`src/design/slnu_pkg.sv`:
```
// Shared types and constants of the neuron update unit.
// No dependencies.
package slnu_pkg;

    localparam int CFG_W     = 32;
    localparam int CFG_IDX_W = 3;
    localparam int IDX_W     = 10;
    localparam int POT_W     = 32;
    localparam int REFR_W    = 10;
    localparam int SMP_W     = 16;
    localparam int RECIP_W   = 17;
    localparam int STEPS_W   = 8;

    // configuration register indexes
    localparam logic [CFG_IDX_W-1:0] CFG_REST     = 3'd0;
    localparam logic [CFG_IDX_W-1:0] CFG_INV_TAU  = 3'd1;
    localparam logic [CFG_IDX_W-1:0] CFG_STEPS    = 3'd2;
    localparam logic [CFG_IDX_W-1:0] CFG_INV_STEP = 3'd3;
    localparam logic [CFG_IDX_W-1:0] CFG_REFR     = 3'd4;

    // command codes
    localparam logic CMD_UPDATE = 1'b0;
    localparam logic CMD_INIT   = 1'b1;

    typedef enum logic [2:0] {
        S_CLEAR,
        S_IDLE,
        S_READ,
        S_MUL1,
        S_MUL2,
        S_ACC,
        S_DONE
    } t_state;

    typedef struct packed {
        logic accept;   // latch item, issue memory read
        logic load;     // take read data into the working potential
        logic mul1;     // leak product
        logic mul2;     // increment product
        logic acc;      // saturating accumulate, advance substep count
        logic finish;   // fire decision, write back, register result
        logic clr_wr;   // clearing pass write
    } t_dp_cmd;

    typedef struct packed {
        logic run_steps;  // update in range with a nonzero substep count
        logic last_step;
        logic clr_last;
    } t_dp_stat;

endpackage

```
`src/design/slnu_ctrl.sv`:
```
// Controller state machine of the neuron update unit.
// Depends on slnu_pkg.
module slnu_ctrl (
    input  logic                i_clk,
    input  logic                i_rst_n,
    input  logic                i_start,
    input  slnu_pkg::t_dp_stat  i_stat,
    output slnu_pkg::t_dp_cmd   o_cmd,
    output logic                o_busy
);
    import slnu_pkg::*;

    t_state r_state;
    t_state n_state;

    always_ff @(posedge i_clk) begin
        if (!i_rst_n) begin
            r_state <= S_CLEAR;
        end else begin
            r_state <= n_state;
        end
    end

    always_comb begin
        n_state = r_state;
        unique case (r_state)
            S_CLEAR: begin
                if (i_stat.clr_last) n_state = S_IDLE;
            end
            S_IDLE: begin
                if (i_start) n_state = S_READ;
            end
            S_READ: begin
                n_state = i_stat.run_steps ? S_MUL1 : S_DONE;
            end
            S_MUL1: n_state = S_MUL2;
            S_MUL2: n_state = S_ACC;
            S_ACC: begin
                n_state = i_stat.last_step ? S_DONE : S_MUL1;
            end
            S_DONE: n_state = S_IDLE;
            default: n_state = S_IDLE;
        endcase
    end

    always_comb begin
        o_cmd  = '0;
        o_busy = 1'b1;
        unique case (r_state)
            S_CLEAR: o_cmd.clr_wr = 1'b1;
            S_IDLE: begin
                o_busy       = 1'b0;
                o_cmd.accept = i_start;
            end
            S_READ:  o_cmd.load   = 1'b1;
            S_MUL1:  o_cmd.mul1   = 1'b1;
            S_MUL2:  o_cmd.mul2   = 1'b1;
            S_ACC:   o_cmd.acc    = 1'b1;
            S_DONE:  o_cmd.finish = 1'b1;
            default: o_busy       = 1'b1;
        endcase
    end

endmodule

```
`config.mk`:
```
export PLATFORM = sky130hd
export DESIGN_NAME = slnu_ctrl
export DESIGN_NICKNAME = d
export VERILOG_FILES = /design/src/design/slnu_pkg.sv /design/src/design/slnu_ctrl.sv
export SDC_FILE = /design/constraint.sdc
export NUM_CORES = 1
export LEC_CHECK = 0
export BUFFER_PORTS_ARGS = -buffer_cell sky130_fd_sc_hd__buf_4
export CORE_AREA = 2 2 39 41
export CTS_BUF_LIST = sky130_fd_sc_hd__clkbuf_2
export DETAILED_ROUTE_END_ITERATION = 7
export DIE_AREA = 0 0 41 43
export PLACE_DENSITY = 0.4
export SYNTH_ARGS = -nofsm -noshare
export SYNTH_HDL_FRONTEND = slang
export SYNTH_SLANG_ARGS = --single-unit
```
`constraint.sdc`:
```
create_clock -name i_clk -period 1.43 [get_ports i_clk]
set_input_delay 0.286 -clock i_clk [delete_from_list [all_inputs] [get_ports i_clk]]
set_output_delay 0.286 -clock i_clk [all_outputs]
set_load 0.05 [all_outputs]
```
; ---- Word level (Yosys, flattened, before mapping)
; Cells that the tools add are included.
[classes]
n_eq_ne = 8
mux = 13
reduce_logical = 2
[ops]
columns = cell, n
row1 = $pmux 3 s6, 1
row2 = $mux 3, 4
row3 = $eq 3x3->1 const B, 3
row4 = $mux 1, 8
row5 = $eq 3x2->1 const B, 2
row6 = $ne 2x2->1 const B, 2
row7 = $eq 3x1->1 const B, 1
row8 = $logic_not 3->1, 1
row9 = $reduce_and 2->1, 1
[word_totals]
output_inout_bits = 8
word_cells = 24
inputBits = 6
register_bits = 3

; ---- Depth between registers and ports, before layout
; Gate-level depths: netlist of run 1.
[depth]
depth_word = 3
depth_mapped = 4

; ---- Least setup slack after synthesis of run 1
; Ideal clock, no wire load.
[synth_path]
kind = register to output
start = reg r_state[2]
end = out o_cmd[3] in the netlist's numbering
stages_incl_launch_ff = 3
setup_slack_ns = -0.527
t_arrival_ns = 1.671
required_time_ns = 1.144
path_cell_list = dfxtp_1 > buf_4 > nor3b_1
[synth_lines]
columns = element, line
row1 = start: declaration, slnu_ctrl.sv:13  ; t_state r_state;
row2 = start signal: assignment, slnu_ctrl.sv:20  ; r_state <= n_state;
row3 = end: declaration, slnu_ctrl.sv:8  ; output slnu_pkg::t_dp_cmd o_cmd,

==> out/metrics.cfg, run 1 <==
[die]
die_w_um=41
initial_core_util=0.177
rows=14
ioPinCount=14
die_area_sq_um=1760
die_h_um=43
core-area_sq_um=1380

[sta]
timing.hold.ws_ns=0.304
hold_viol=0
tightest_slew_ns=0.172
slew_violations=0
fin_skew_ns=0.00234
final-setup-viol-count=1
timing.max_slew.rel_slack=0.885
fin_crit_sh=1.00
fmax_mhz=697
postLayoutSetupSlackWorst_ns=-0.00459
rsz0062_at_grt=yes
finalCriticalPeriod_ns=1.43

[finish]
drive_above_1_share=0.600
fill_cells=155
regArea_sq_um=61.3
n_antenna_cell=0
largest_register_ffs=3
top_register=r_state
final_nets=57
final_cell_mix=buf_4 (13), clkbuf_2 (4), buf_6 (4)
area_growth_pct=79.6
mostFrequentLayoutCell=buf_4
multi_input_area_sq_um=189
top_regs=r_state (3)

[clock_tree]
h-tree-depth=1
path_clk_slew_ns=0.04
cts_tree=built
clk_latency_ns=0.20
numCtsBuffers=3
root_buffer=clkbuf_2
cts_hold_buffers=0
clock_sinks=3
cts_buffer_depth=2

[job]
drv_cap=0

[detailed_routing]
vias=270
wl_per_cell_um=10.2
ant_nets=0
viasPerCell=4.09
drt_pass1_iterations=4
wirelength_um=672
detail_route.iter0.violations=3
drcViolationCount=0

[hold_path]
min-delay-path-class=in -> reg

[pwr]
finalPower_w=0.000432
p_clk_frac=0.268
pwr_density_cell_nw_per_um2=981
switching_share=0.409
p_switching_w=0.000177
p_leak_nw=0.204
seqPwrFrac=0.226
combPwrFrac=0.506
irDropWorstVdd_mv=0.469
p_int_w=0.000255

[placement]
gp_congestion=0.655
port-buffer-count=13
pre_cts_slack_ns=0.145

[grt]
antenna_found_initial=0
grt_max_degree=14
grt_pass1_vias=255
grt.overflow.total=0
grt.total_usage=0.0912
grt_pass1_wl_mm=1.04

[critical_path]
critPathMaxStageDelay_ns=0.41
required_ns=1.14
worst-path-max-fanout=2
critPathBufInv=1
critical-path-top-delay-family=simple AND/OR/NAND/NOR gates
cp_cell_sequence=or3b_4 > nor2_4 > buf_6
endpoint_kind=primary output
path_class=reg -> out
critPathSlowestCell=or3b_4
cp-start-kind=flip-flop
crit_arrival_ns=1.15

[run_status]
status=complete, but fails checks
violations=setup timing

[logic_synthesis]
synth_top_cell_by_area=dfxtp_1
synth-seq-area-share=0.245
async_reset_ff_frac=0
synth_flop_cell=dfxtp_1
synth.avg_cell_area_sq_um=7.66
synth_edf_count=0
synth_area_leaders=dfxtp_1 (24%), and3b_1 (7.1%), nand3b_1 (6.1%)
synth_seq_cells=3
syn-num-nets=38
ys_warn_count=0
synth_cells=32
synth_top_cell_area_share=0.245
synthDistinctLibCells=21
netlist_area_sq_um=245

==> repair_timing <==
action / 4_1_cts / 5_1_grt
endpoints found under the hold margin: 0 / 0
gates resized for setup: 4 / 2
buffers inserted: 0 / 1
pin swaps: 2 / 1
setup endpoints to repair: 2 / 5
==> cell usage after synthesis (2+ instances only) <==
cell      number
nor2_1         4
nand2b_1       2
inv_1          2
nand2_1        2
dfxtp_1        3
nand3b_1       2
buf_2          2
and3b_1        2
==> metal layers <==
| metal | GRT usage | vias up | share of wire | routed length, um |
|---|---|---|---|---|
| met2 | 0.134 | 8 | 0.53 | 356 |
| met3 | 0.0314 | 0 | 0.048 | 32 |
| met5 | 0 | - | 0 | 0 |
| met4 | 0.0600 | 0 | 0 | 0 |
| met1 | 0.105 | 117 | 0.42 | 284 |
| li1 | - | 145 | - | - |
==> power groups by stage <==
| stage | Sequential [W] | Combinational [W] | Clock, W |
|---|---|---|---|
| floorplan | 0.0000987 | 0.000149 | 0 |
| global placement | 0.0000974 | 0.000205 | 0 |
| detailed placement | 0.0000979 | 0.000207 | 0 |
| CTS | 0.0000973 | 0.000215 | 0.000123 |
| global route | 0.0000990 | 0.000233 | 0.000126 |
| finish | 0.0000976 | 0.000219 | 0.000116 |
==> logic make-up (layout without fill, tap and decap cells) <==
kind of cell | Yosys count | in the layout | share of synthesized area
flops | 3 | 3 | 0.245
simple gates | 18 | 18 | 0.469
compound gates | 6 | 6 | 0.184
buf+inv | 5 | 23 | 0.102
==> worst register-to-register path, stage by stage, from the launching register on <==
cell and delay, ns:
dfxtp_1 0.30, buf_4 0.17, or3_1 0.39, a21oi_2 0.16, a211oi_2 0.06
==> area by class of cell <==
| cell class | instances | share of cell area |
|---|---|---|
| multi-input combinational | 24 | 0.429 |
| clock buffer | 4 | 0.0455 |
| timing repair buffer | 17 | 0.324 |
| inverter | 2 | 0.0170 |
| tap | 16 | 0.0455 |
| sequential | 3 | 0.139 |
==> per-stage QoR <==
stage | instances | TNS, ns | cell area, sq um | util
6_report | 66 | -0.00459 | 440 | 0.318
5_1_grt | 66 | -0.125 | 440 | 0.318
4_1_cts | 65 | -0.0321 | 425 | 0.307
3_5_place_dp | 61 | 0 | 390 | 0.282
3_3_place_gp | 61 | 0 | 390 | 0.282
2_1_floorplan | 32 | -0.0961 | 268 | -
==> worst paths after layout <==
path,startpoint,endpoint,slack (ns),depth (start not counted)
hold reg to reg,r_state[0],r_state[0],0.63,2
setup reg to reg,r_state[1],r_state[0],0.23,4
setup / recovery,r_state[1],o_cmd[6],-0.005,3
hold / removal,i_rst_n,r_state[1],0.30,2
No activity file was read; power rests on OpenSTA's default activity.
==> run 2: changes to the inputs <==
- CTS_BUF_LIST: sky130_fd_sc_hd__clkbuf_2 -> sky130_fd_sc_hd__clkbuf_8
==> out/metrics.cfg, run 2 (synthesis gave the netlist of run 1 again) <==
[sta]
fmax_mhz=689  ; -1.2%
timing.max_slew.rel_slack=0.885  ; about the same
slew_violations=0  ; unchanged
tightest_slew_ns=0.172  ; -0.0000334 ns
setup_tns_ns=-0.0218  ; -0.0172 ns
hold_viol=0  ; unchanged
finalCriticalPeriod_ns=1.45  ; +0.0172 ns
postLayoutSetupSlackWorst_ns=-0.0218  ; -0.0172 ns
fin_skew_ns=0.000619  ; -0.00172 ns
rsz0062_at_grt=yes
fin_crit_sh=1.02  ; +0.0120
final-setup-viol-count=1  ; unchanged

[die]
die_area_sq_um=1760  ; unchanged
die_w_um=41  ; unchanged
initial_core_util=0.177  ; unchanged
core-area_sq_um=1380  ; unchanged
die_h_um=43  ; unchanged
ioPinCount=14  ; unchanged
rows=14  ; unchanged

[placement]
port-buffer-count=13  ; unchanged
place_inst=61  ; unchanged
gp_congestion=0.655  ; unchanged
placed_area_sq_um=390  ; unchanged

[clock_tree]
h-tree-depth=1  ; unchanged
path_clk_slew_ns=0.03  ; about the same
root_buffer=clkbuf_8
clock_sinks=3  ; unchanged
clk_latency_ns=0.21  ; about the same
numCtsBuffers=3  ; unchanged
cts_buffer_depth=2  ; unchanged
cts_tree=built

[finish]
final_cell_mix=buf_4 (13), buf_6 (4), inv_1 (3), clkbuf_8 (3)
largest_register_ffs=3  ; unchanged
final_cells=66  ; unchanged
final_nets=57  ; unchanged
mostFrequentLayoutCell=buf_4
fill_cells=156  ; +0.65%
stdcell_area_sq_um=465  ; +5.7%
area_growth_pct=89.8
top_regs=r_state (3)
top_register=r_state
drive_above_1_share=0.580  ; -0.0200
n_antenna_cell=0  ; unchanged

[detailed_routing]
detail_route.iter0.violations=3  ; unchanged
drcViolationCount=0  ; unchanged
drt_pass1_iterations=4  ; unchanged
wl_per_cell_um=10.3  ; +1.0%
viasPerCell=4.12  ; +0.74%
ant_nets=0  ; unchanged
vias=272  ; +0.74%
wirelength_um=679  ; +1.0%

[critical_path]
cp-start-kind=flip-flop
endpoint_kind=primary output
path_depth=3  ; unchanged
cp-endpoint=o_cmd[6]
critPathBufInv=1  ; unchanged
path_class=reg -> out
worstSetupStartpoint=r_state[1]
cp_cell_sequence=or3b_4 > nor2_4 > buf_6
crit_arrival_ns=1.17  ; +0.02 ns
r2r_slack_ns=0.23  ; about the same
required_ns=1.14  ; about the same
worst-path-max-fanout=2  ; unchanged
critical-path-top-delay-family=simple AND/OR/NAND/NOR gates
worstReg2RegEnd=r_state[0]
critPathMaxStageDelay_ns=0.41  ; about the same
ff2ff_path_depth=4  ; unchanged
r2r-start=r_state[1]
critPathSlowestCell=or3b_4

[run_status]
violations=setup timing
status=complete, but fails checks

[pwr]
finalPower_w=0.000550  ; +27%
pwr_density_cell_nw_per_um2=1180  ; +21%
p_leak_nw=0.215  ; +5.0%
irDropWorstVdd_mv=0.661  ; +41%

[grt]
grt.overflow.total=0  ; unchanged
grt.total_usage=0.0902  ; -0.00100
grt_max_degree=14  ; unchanged
antenna_found_initial=0  ; unchanged
grt_pass1_wl_mm=1.04  ; -0.58%
grt_pass1_vias=260  ; +2.0%

[hold_path]
min-delay-path-class=in -> reg

[job]
drv_cap=0  ; unchanged

[run 2: changes by cell type in the layout (fill, tap and decap cells not counted), sizes merged]
cell,delta
inv,+1
clkbuf,-1
[run 2: area by class of cell]
class | count | area [sq um] | share of cell area
multi-input combinational | 24 | 189 | 0.406
timing repair buffer | 17 | 143 | 0.306
sequential | 3 | 61.3 | 0.132
clock buffer | 3 | 41.3 | 0.0887
tap | 16 | 20.0 | 0.0430
inverter | 2 | 7.51 | 0.0161
clock inverter | 1 | 3.75 | 0.00806
[run 2: through the flow]
step / setup WS (ns) / hold WS [ns] / util
after floorplan: -0.0489 / 0.403 / -
after CTS: -0.0365 / 0.296 / 0.325
final: -0.0218 / 0.293 / 0.336
after global routing: -0.0585 / 0.299 / 0.336
after global placement: 0.155 / 0.505 / 0.282
after detailed placement: 0.145 / 0.511 / 0.282
[run 2: worst register-to-register path, stage by stage (launching register included)]
cell	delay, ns
dfxtp_1	0.30
buf_4	0.17
or3_1	0.39
a21oi_2	0.16
a211oi_2	0.06
[run 2: how the worst min path moves through the flow]
stage               startpoint          to  slack (ns)  cells past startpoint
global route           i_rst_n  r_state[1]        0.30                      2
finish                 i_rst_n  r_state[1]        0.29                      2
global placement       i_rst_n  r_state[1]        0.50                      2
floorplan              i_rst_n  r_state[1]        0.40                      1
CTS                    i_rst_n  r_state[1]        0.30                      2
detailed placement     i_rst_n  r_state[1]        0.51                      2
[run 2: timing repair]
item,4_1_cts,5_1_grt
hold buffers,0,0
pin swaps,2,1
setup buffers,0,1
setup endpoints to repair,2,5
gates resized for setup,4,2
[run 2: where the power goes]
part | internal [W] | switching (W)
sequential | 0.0000936 | 0.00000436
clock | 0.000182 | 0.0000515
combinational | 0.0000881 | 0.000130
total | 0.000364 | 0.000186
[run 2: routing by layer]
layer | up-vias | GRT usage | part of all wire
met3 | 0 | 0.0314 | 0.046
met2 | 10 | 0.141 | 0.55
met4 | 0 | 0.0600 | 0
met1 | 118 | 0.0958 | 0.40
met5 | - | 0 | 0
li1 | 144 | - | -
